$ cat src/rtl/lrs_pkg.sv
// shared types and constants for the line raster stepper
// no dependencies; imported by every rtl module of the block
`default_nettype none

package lrs_pkg;

	localparam int COORD_BITS_DEF = 12;
	localparam int QUEUE_DEPTH    = 2;

	typedef enum logic {
		MODE_START   = 1'b0,
		MODE_ADVANCE = 1'b1
	} mode_t;

	// queue entry: mode, four coordinates, two absolute deltas, two direction bits
	function automatic int entry_bits(input int cw);
		return 6 * cw + 5;
	endfunction

	// round a bit count up to whole bytes
	function automatic int byte_pad(input int bits);
		return ((bits + 7) / 8) * 8;
	endfunction

endpackage

`default_nettype wire

$ cat src/rtl/lrs_front.sv
// front end: takes input items, classifies start/advance and precomputes deltas
// depends on lrs_pkg
`default_nettype none

module lrs_front import lrs_pkg::*; #(
	parameter int COORD_BITS = COORD_BITS_DEF
) (
	input  wire logic                              in_valid,
	output logic                                   in_ready,
	input  wire mode_t                             mode,
	input  wire logic [COORD_BITS-1:0]             x_start,
	input  wire logic [COORD_BITS-1:0]             y_start,
	input  wire logic [COORD_BITS-1:0]             x_end,
	input  wire logic [COORD_BITS-1:0]             y_end,
	output logic                                   push,
	input  wire logic                              q_ready,
	output logic [entry_bits(COORD_BITS)-1:0]      entry
);

	localparam int W = COORD_BITS;

	typedef struct packed {
		mode_t        mode;
		logic [W-1:0] x_start;
		logic [W-1:0] y_start;
		logic [W-1:0] x_end;
		logic [W-1:0] y_end;
		logic [W:0]   abs_dx;
		logic [W:0]   abs_dy;
		logic         dir_x_neg;
		logic         dir_y_neg;
	} entry_t;

	logic [W:0] dx;
	logic [W:0] dy;
	entry_t     e;

	// deltas one bit wider than the coordinates, so they never wrap
	assign dx = {x_end[W-1], x_end} - {x_start[W-1], x_start};
	assign dy = {y_end[W-1], y_end} - {y_start[W-1], y_start};

	always_comb begin
		e.mode      = mode;
		e.x_start   = x_start;
		e.y_start   = y_start;
		e.x_end     = x_end;
		e.y_end     = y_end;
		e.dir_x_neg = dx[W];
		e.dir_y_neg = dy[W];
		e.abs_dx    = dx[W] ? (~dx + 1'b1) : dx;
		e.abs_dy    = dy[W] ? (~dy + 1'b1) : dy;
	end

	assign entry    = e;
	assign in_ready = q_ready;
	assign push     = in_valid & q_ready;

endmodule

`default_nettype wire

$ cat src/rtl/lrs_queue.sv
// short fifo between front and back, one push and one pop per cycle
// depends on lrs_pkg
`default_nettype none

module lrs_queue import lrs_pkg::*; #(
	parameter int WIDTH = entry_bits(COORD_BITS_DEF)
) (
	input  wire logic             clk,
	input  wire logic             arst_n,
	input  wire logic             push,
	input  wire logic [WIDTH-1:0] wr_data,
	output logic                  wr_ready,
	input  wire logic             pop,
	output logic                  rd_valid,
	output logic [WIDTH-1:0]      rd_data
);

	localparam int PW = $clog2(QUEUE_DEPTH);
	localparam int CW = $clog2(QUEUE_DEPTH + 1);

	logic [WIDTH-1:0] slot_q [QUEUE_DEPTH];
	logic [PW-1:0]    wr_ptr_q;
	logic [PW-1:0]    rd_ptr_q;
	logic [CW-1:0]    count_q;

	assign wr_ready = (count_q != CW'(QUEUE_DEPTH));
	assign rd_valid = (count_q != '0);
	assign rd_data  = slot_q[rd_ptr_q];

	always_ff @(posedge clk) begin
		if (push) begin
			slot_q[wr_ptr_q] <= wr_data;
		end
	end

	always_ff @(posedge clk or negedge arst_n) begin
		if (!arst_n) begin
			wr_ptr_q <= '0;
			rd_ptr_q <= '0;
			count_q  <= '0;
		end else begin
			if (push) begin
				wr_ptr_q <= (wr_ptr_q == PW'(QUEUE_DEPTH - 1)) ? '0 : wr_ptr_q + 1'b1;
			end
			if (pop) begin
				rd_ptr_q <= (rd_ptr_q == PW'(QUEUE_DEPTH - 1)) ? '0 : rd_ptr_q + 1'b1;
			end
			case ({push, pop})
				2'b10:   count_q <= count_q + 1'b1;
				2'b01:   count_q <= count_q - 1'b1;
				default: count_q <= count_q;
			endcase
		end
	end

	a_count_bound: assert property (@(posedge clk) disable iff (!arst_n)
		count_q <= CW'(QUEUE_DEPTH)) else $error("queue count beyond depth");
	a_pop_nonempty: assert property (@(posedge clk) disable iff (!arst_n)
		pop |-> count_q != '0) else $error("pop from empty queue");
	a_push_grows: assert property (@(posedge clk) disable iff (!arst_n)
		push && !pop |=> count_q == $past(count_q) + 1'b1) else $error("queue count lost a push");

endmodule

`default_nettype wire

$ cat src/rtl/lrs_back.sv
// back end: bresenham stepper state, error update and registered result
// depends on lrs_pkg
`default_nettype none

module lrs_back import lrs_pkg::*; #(
	parameter int COORD_BITS = COORD_BITS_DEF
) (
	input  wire logic                          clk,
	input  wire logic                          arst_n,
	input  wire logic                          q_valid,
	input  wire logic [entry_bits(COORD_BITS)-1:0] q_data,
	output logic                               pop,
	output logic                               out_valid,
	input  wire logic                          out_ready,
	output logic [COORD_BITS-1:0]              pixel_x,
	output logic [COORD_BITS-1:0]              pixel_y,
	output logic                               last_pixel,
	output logic                               idle
);

	localparam int W  = COORD_BITS;
	localparam int EW = COORD_BITS + 3;

	typedef struct packed {
		mode_t        mode;
		logic [W-1:0] x_start;
		logic [W-1:0] y_start;
		logic [W-1:0] x_end;
		logic [W-1:0] y_end;
		logic [W:0]   abs_dx;
		logic [W:0]   abs_dy;
		logic         dir_x_neg;
		logic         dir_y_neg;
	} entry_t;

	entry_t e;

	// stepper state
	logic [W-1:0]  cur_x_q, cur_y_q, end_x_q, end_y_q;
	logic [EW-1:0] err_q, inc_pos_q, inc_neg_q;
	logic          dir_x_neg_q, dir_y_neg_q, y_major_q, active_q;
	// result register
	logic          out_valid_q, last_q, idle_q;
	logic [W-1:0]  px_q, py_q;

	// start path
	logic          s_y_major;
	logic [W:0]    s_major, s_minor;
	logic [EW-1:0] s_two_minor, s_err_init, s_inc_neg;
	// advance path
	logic          err_nonneg, step_x, step_y;
	logic [W-1:0]  nx, ny;
	logic          a_last;

	assign e   = entry_t'(q_data);
	assign pop = q_valid & (~out_valid_q | out_ready);

	always_comb begin
		s_y_major   = e.abs_dy > e.abs_dx;
		s_major     = s_y_major ? e.abs_dy : e.abs_dx;
		s_minor     = s_y_major ? e.abs_dx : e.abs_dy;
		s_two_minor = {1'b0, s_minor, 1'b0};
		s_err_init  = s_two_minor - {2'b00, s_major};
		s_inc_neg   = s_two_minor - {1'b0, s_major, 1'b0};
	end

	always_comb begin
		err_nonneg = ~err_q[EW-1];
		step_x     = y_major_q ? err_nonneg : 1'b1;
		step_y     = y_major_q ? 1'b1 : err_nonneg;
		nx = step_x ? cur_x_q + {{(W-1){dir_x_neg_q}}, 1'b1} : cur_x_q;
		ny = step_y ? cur_y_q + {{(W-1){dir_y_neg_q}}, 1'b1} : cur_y_q;
		a_last = y_major_q ? (ny == end_y_q) : (nx == end_x_q);
	end

	always_ff @(posedge clk or negedge arst_n) begin
		if (!arst_n) begin
			cur_x_q     <= '0;
			cur_y_q     <= '0;
			end_x_q     <= '0;
			end_y_q     <= '0;
			err_q       <= '0;
			inc_pos_q   <= '0;
			inc_neg_q   <= '0;
			dir_x_neg_q <= 1'b0;
			dir_y_neg_q <= 1'b0;
			y_major_q   <= 1'b0;
			active_q    <= 1'b0;
			out_valid_q <= 1'b0;
			px_q        <= '0;
			py_q        <= '0;
			last_q      <= 1'b0;
			idle_q      <= 1'b0;
		end else begin
			if (pop) begin
				case (e.mode)
					MODE_START: begin
						out_valid_q <= 1'b1;
						cur_x_q     <= e.x_start;
						cur_y_q     <= e.y_start;
						end_x_q     <= e.x_end;
						end_y_q     <= e.y_end;
						dir_x_neg_q <= e.dir_x_neg;
						dir_y_neg_q <= e.dir_y_neg;
						y_major_q   <= s_y_major;
						err_q       <= s_err_init;
						inc_pos_q   <= s_two_minor;
						inc_neg_q   <= s_inc_neg;
						active_q    <= (s_major != '0);
						px_q        <= e.x_start;
						py_q        <= e.y_start;
						last_q      <= (s_major == '0);
						idle_q      <= 1'b0;
					end
					MODE_ADVANCE: begin
						out_valid_q <= 1'b1;
						if (active_q) begin
							cur_x_q  <= nx;
							cur_y_q  <= ny;
							err_q    <= err_q + (err_nonneg ? inc_neg_q : inc_pos_q);
							active_q <= ~a_last;
							px_q     <= nx;
							py_q     <= ny;
							last_q   <= a_last;
							idle_q   <= 1'b0;
						end else begin
							// no line: repeat the current pixel
							px_q   <= cur_x_q;
							py_q   <= cur_y_q;
							last_q <= 1'b0;
							idle_q <= 1'b1;
						end
					end
					default: begin
						out_valid_q <= 1'b0;
					end
				endcase
			end else if (out_ready) begin
				out_valid_q <= 1'b0;
			end
		end
	end

	assign out_valid  = out_valid_q;
	assign pixel_x    = px_q;
	assign pixel_y    = py_q;
	assign last_pixel = last_q;
	assign idle       = idle_q;

	a_idle_not_last: assert property (@(posedge clk) disable iff (!arst_n)
		out_valid_q && idle_q |-> !last_q) else $error("idle result flagged as last pixel");
	a_active_not_at_end: assert property (@(posedge clk) disable iff (!arst_n)
		active_q |-> (y_major_q ? (cur_y_q != end_y_q) : (cur_x_q != end_x_q)))
		else $error("line active at its end point");
	a_point_line_inactive: assert property (@(posedge clk) disable iff (!arst_n)
		pop && e.mode == MODE_START && s_major == '0 |=> !active_q && last_q)
		else $error("single point line left active");

endmodule

`default_nettype wire

$ cat src/rtl/line_raster_stepper.sv
// line raster stepper: bresenham line rasterizer over all eight octants
// an accepted item is written into the queue; its result then goes to the result register
// throughput: one item per cycle while the sink is ready; a stalled sink backs up the queue and the input
// reset clears every register but the queue slots: no active line, current pixel (0, 0), queue empty
// depends on lrs_pkg, lrs_front, lrs_queue, lrs_back
`default_nettype none

module line_raster_stepper import lrs_pkg::*; #(
	parameter int COORD_BITS = COORD_BITS_DEF
) (
	input  wire logic                                    clk,
	input  wire logic                                    arst_n,
	// input items
	input  wire logic                                    s_axis_tvalid,
	output logic                                         s_axis_tready,
	// x_start, y_start, x_end, y_end from bit 0 up, zero padded to bytes
	input  wire logic [byte_pad(4*COORD_BITS)-1:0]       s_axis_tdata,
	// mode
	input  wire logic                                    s_axis_tuser,
	// result items
	output logic                                         m_axis_tvalid,
	input  wire logic                                    m_axis_tready,
	// pixel_x, pixel_y from bit 0 up, zero padded to bytes
	output logic [byte_pad(2*COORD_BITS)-1:0]            m_axis_tdata,
	// last_pixel
	output logic                                         m_axis_tlast,
	// idle
	output logic                                         m_axis_tuser
);

	localparam int W     = COORD_BITS;
	localparam int EBITS = entry_bits(COORD_BITS);
	localparam int OTDW  = byte_pad(2*COORD_BITS);

	// front to queue
	logic             push;
	logic             q_wr_ready;
	logic [EBITS-1:0] f_entry;
	// queue to back
	logic             q_rd_valid;
	logic [EBITS-1:0] q_rd_data;
	logic             pop;
	// back result
	logic [W-1:0]     pixel_x, pixel_y;

	// front: classifies the item and works out deltas and step directions
	lrs_front #(.COORD_BITS(COORD_BITS)) u_front (
		.in_valid (s_axis_tvalid),
		.in_ready (s_axis_tready),
		.mode     (mode_t'(s_axis_tuser)),
		.x_start  (s_axis_tdata[W-1:0]),
		.y_start  (s_axis_tdata[2*W-1:W]),
		.x_end    (s_axis_tdata[3*W-1:2*W]),
		.y_end    (s_axis_tdata[4*W-1:3*W]),
		.push     (push),
		.q_ready  (q_wr_ready),
		.entry    (f_entry)
	);

	// two-entry queue lets input and output stall independently
	lrs_queue #(.WIDTH(EBITS)) u_queue (
		.clk      (clk),
		.arst_n   (arst_n),
		.push     (push),
		.wr_data  (f_entry),
		.wr_ready (q_wr_ready),
		.pop      (pop),
		.rd_valid (q_rd_valid),
		.rd_data  (q_rd_data)
	);

	// back: holds the line state and gives one result pixel per popped item
	lrs_back #(.COORD_BITS(COORD_BITS)) u_back (
		.clk        (clk),
		.arst_n     (arst_n),
		.q_valid    (q_rd_valid),
		.q_data     (q_rd_data),
		.pop        (pop),
		.out_valid  (m_axis_tvalid),
		.out_ready  (m_axis_tready),
		.pixel_x    (pixel_x),
		.pixel_y    (pixel_y),
		.last_pixel (m_axis_tlast),
		.idle       (m_axis_tuser)
	);

	// pad bits above the two coordinates read as zero
	assign m_axis_tdata = OTDW'({pixel_y, pixel_x});

endmodule

`default_nettype wire

$ cat config.mk
export PLATFORM = sky130hd
export DESIGN_NAME = line_raster_stepper
export DESIGN_NICKNAME = d
export VERILOG_FILES = /design/src/rtl/lrs_pkg.sv /design/src/rtl/lrs_front.sv /design/src/rtl/lrs_queue.sv /design/src/rtl/lrs_back.sv /design/src/rtl/line_raster_stepper.sv
export SDC_FILE = /design/constraint.sdc
export NUM_CORES = 1
export LEC_CHECK = 0
export BUFFER_PORTS_ARGS = -buffer_cell sky130_fd_sc_hd__buf_2
export CORE_UTILIZATION = 63
export DETAILED_ROUTE_END_ITERATION = 6
export HOLD_SLACK_MARGIN = 0.03
export PLACE_DENSITY = 0.92
export REMOVE_ABC_BUFFERS = 1
export SLEW_MARGIN = 20
export SYNTH_ARGS = -nofsm -noshare
export SYNTH_HDL_FRONTEND = slang
export SYNTH_HIERARCHICAL = 1
export SYNTH_SLANG_ARGS = --single-unit
$ cat constraint.sdc
create_clock -name clk -period 6.2 [get_ports clk]
set_clock_uncertainty 0.05 [all_clocks]
set_input_delay 1.24 -clock clk [delete_from_list [all_inputs] [get_ports clk]]
set_output_delay 1.24 -clock clk [all_outputs]
set_load 0.01 [all_outputs]
==> reports/summary.md <==
The cell area that synthesis handed to floorplanning was 0.0160 sq mm. Summing the areas of all fa, ha and maj instances in the mapped netlist gives 7.49% of the synthesized area. The portion of the clock cycle consumed by the worst path in the final layout was 90.5%; the post-layout instance area was 0.0174 sq mm. The type of origin of the critical path was a flop. The multi-input combinational cells in the finished layout cover a total of 0.00797 sq mm. Once placement finished, the instance area stood at 0.0163 sq mm. The run gives 5 as the number of detailed-routing iterations run before antenna repair.

For the achievable clock frequency, the log shows 178 MHz. The proportion of layout cells with a drive suffix above 1 was 18.3%; the initial antenna violation count was 0. At the end of routability-driven placement, the weighted congestion stood at 0.962. For this configuration, the core starts out at a cell density of 64.0%. The die extent in y is 162 um, and the first-iteration detailed-routing DRC count is 1,038.

The register area share after synthesis is 44.4%. The tree is rooted in a sky130_fd_sc_hd__clkbuf_16. The tool flagged a number of max-cap violations equal to 0. Summing all flip-flop and latch instances after layout gives 0.00713 sq mm. The die is 162 um wide.

In the layout the commonest cells are sky130_fd_sc_hd__nand2_1 (195), sky130_fd_sc_hd__edfxtp_1 (154), sky130_fd_sc_hd__dfrtp_1 (99), sky130_fd_sc_hd__ha_1 (84), sky130_fd_sc_hd__a21oi_1 (82). The number of global-route vias before repair was 12,351; the global-route wire length before repair was 62.9 mm. The clock drives 254 sinks. The kind of end point of the critical path is a flop. The xor/xnor share of the synthesized area is 6.34%.

On the final layout, the worst hold slack is 0.428 ns. Counting I/O delays and the setup requirement, the final critical path takes 5.61 ns. The final-report setup violation count is 0, and the number of buffers inserted to repair setup after CTS is 0.

The worst pin sits at a relative slew slack of 31.3%. At the worst endpoint, the required time is 6.62 ns. For this block, the via count after detailed routing is 12,106.

In this run, synthesis produced a sequential element count of 254. The run gives 69.4% as the final core utilization. The critical path goes through mux2_2 -> ha_1 -> o21ai_1 -> a21oi_1 -> o31ai_1 -> a21oi_1 -> o21ai_2 -> mux2i_1 -> fa_1 -> a21o_1 -> a21o_1 -> a21oi_1 -> maj3_1 -> o211ai_1 -> nand3_1 -> a21boi_0 -> o211ai_1 -> mux2i_1 -> o21ai_1 -> nand3_1. The number of nets with antenna violations after routing was 0.

For this run, the post-layout net count is 1,709. The maximum level of the CTS H-tree is 1, and the hold-fix buffer count after cts is 0. The largest single stage delay on the critical path is 0.76 ns.

The post-synthesis area per instance is 10.4 sq um. The run gives 3 as the number of buffers on the longest clock path. The number of input and output port buffers inserted was 80; the half-perimeter wire length after placement was 27.5 mm.

The max-slew violation total from the final report came out at 0. Setup repair after global routing left no endpoint under its margin. The number of DRC violations after detailed routing was 0. The number of inserted diodes was 0. The worst hold-check path type is flop to flop.

The most used flip-flop cell after synthesis is sky130_fd_sc_hd__edfxtp_1. The share of the synthesized area in compound gates (AO/OA/AOI/OAI) was 14.8%; the clock-pin slew reported for the worst setup and hold paths after clock tree synthesis was 0.07 ns. Counting both buffers and inverters, the worst setup path holds a total of 0. The tools report the total number of yosys warnings as 6. Among all stages on the critical path, the largest delay is contributed by sky130_fd_sc_hd__dfrtp_4. Fill cells in the final layout number 1,781. The worst register-to-register path has a setup slack of 0.59 ns.

The area enclosed by the die boundary came out at 0.0261 sq mm. The cell repeated most along the worst path was sky130_fd_sc_hd__a21oi_1. The number of distinct library cell variants in the gate-level netlist after synthesis was 92. After clock tree synthesis, the repair step resized 0 gates. The total global-route track usage is 30.5%, and the maximum number of pins on one net before global-route repair is 78. The run finished with clean final reports.

Most common cell after layout, fill and taps aside: sky130_fd_sc_hd__nand2_1. The number of flops mapped to enable cells by yosys works out to 154. The family with the most delay on the worst path was compound AO/OA/AOI/OAI gates. The highest fanout seen on the critical path is 34, and the detailed-route vias per instance is 6.32. The portion of synthesized area spent on multiplexers is 8.43%. After detailed routing, the average wire length per cell comes to 20.5 um. Relative to the synthesized area, the layout overhead comes to 8.33%. Summed over all layers, the routed wires come to 39.3 mm. Final hold violation count: 0. TritonCTS built the clock tree. Data arrives at the worst endpoint at 6.03 ns. The gate count of the mapped netlist is 1,546, and the final global-route overflow total is 0. The number of buffers inserted during clock tree synthesis came out at 27.

The later pin in the worst-skew pair is clocked with a latency of 0.55 ns. The total I/O pin count was 81; the area share of and/or/nand/nor cells after synthesis was 12.5%. The region available for standard cell placement spans 0.0250 sq mm. The initialized floorplan defines 58 standard-cell rows. At the pin with the least slew margin, the transition time is 1.03 ns. The async set-reset flop share out of synthesis is 39.4%. By area, the combinational part of the netlist is dominated by compound AO/OA/AOI/OAI gates. The critical path is of the flop to flop type.
path summary, 6_finish.rpt:
check | cells after the start | end | from
min in group asynchronous | 1 | u_back/pixel_y[11]$_DFFE_PN0P_ | arst_n
hold / removal | 2 | u_back/inc_pos_q[13]$_DFFE_PN0P_ | u_back/inc_pos_q[13]$_DFFE_PN0P_
hold reg to reg | 2 | u_back/inc_pos_q[13]$_DFFE_PN0P_ | u_back/inc_pos_q[13]$_DFFE_PN0P_
setup / recovery | 20 | u_back/err_q[12]$_DFFE_PN0P_ | u_queue/rd_ptr_q$_DFFE_PN0P_
setup reg to reg | 20 | u_back/err_q[12]$_DFFE_PN0P_ | u_queue/rd_ptr_q$_DFFE_PN0P_
max in group asynchronous | 2 | u_back/inc_pos_q[10]$_DFFE_PN0P_ | arst_n
state kept, by name, summed over array words and instances, names as in the netlist:
name                cells
u_back/inc_neg_q       14
u_back/err_q           14
u_queue/slot_q        154
u_back/pixel_x         12
u_queue/count_q         2
u_back/active_q         1
u_back/pixel_y         12
u_queue/wr_ptr_q        1
u_back/end_x_q         12
u_back/last_pixel       1
u_queue/rd_ptr_q        1
u_back/out_valid        1
u_back/dir_y_neg_q      1
u_back/y_major_q        1
u_back/inc_pos_q       13
u_back/dir_x_neg_q      1
u_back/end_y_q         12
u_back/idle             1
logic make-up (layout without fill, tap and decap cells):
family                   count (synthesis)  in the layout
AND/OR/NAND/NOR                        425            425
AO/OA/AOI/OAI                          360            360
flip-flops                             254            254
buffers and inverters                  182            223
XOR/XNOR                               116            116
multiplexers                           116            116
adder cells (fa/ha/maj)                 93             93
metrics by stage:
stage               cells  setup WS [ns]  TNS (ns)
detailed placement   1865          0.692         0
floorplan            1436         -0.519     -2.83
global placement     1865          0.742         0
global route         1917          0.214         0
CTS                  1915          0.650         0
finish               1917          0.592         0
cell usage after synthesis (all sizes together), types with 4 or more instances:
cell	n	share of area, %
nand2	196	4.6
edfxtp	154	29
o21ai	101	3.4
dfrtp	100	16
mux2	92	6.9
a21oi	86	2.8
ha	84	6.6
buf	78	3.6
nor2	76	1.9
inv	71	1.7
xnor2	64	3.5
xor2	52	2.8
o22ai	35	1.4
clkbuf	32	0.75
a31oi	27	1.3
nand3	27	0.84
nor3	27	0.91
mux2i	24	1.5
nand2b	23	0.90
a21o	20	0.94
o211ai	11	0.52
o21a	11	0.52
and2	10	0.39
a211oi	9	0.53
nor2b	9	0.40
o31ai	9	0.54
or2	8	0.31
or3	8	0.31
nand4	7	0.27
a41oi	6	0.37
fa	6	0.75
or4	6	0.28
a22oi	5	0.23
and3	5	0.20
nand3b	5	0.23
nor4	5	0.23
o21bai	5	0.23
and4	4	0.22
metal layers:
layer  vias to the layer above  routed length (um)  track usage [%]
li1                       5589                   -                -
met4                         0                1120             9.78
met1                      5878               16500             39.9
met5                         -                   0                0
met2                       539               18800             52.0
met3                       100                2810             4.83
tightest hold or removal path, stage by stage, from the launching register on:
cell	delay, ns
sky130_fd_sc_hd__dfrtp_1	0.34
sky130_fd_sc_hd__nand2_1	0.05
sky130_fd_sc_hd__nand2_1	0.05
cell type report:
| type | count | share of cell area [%] |
|---|---|---|
| Timing Repair Buffer | 101 | 3.49 |
| Sequential cell | 254 | 41.1 |
| Tap cell | 330 | 2.38 |
| Multi-Input combinational cell | 1110 | 45.9 |
| Clock inverter | 16 | 0.929 |
| Clock buffer | 34 | 4.71 |
| Inverter | 72 | 1.57 |
Power is left out: the tool's default activity adds up to more than one toggle a clock period on the data nets, which glitch-free logic cannot reach.
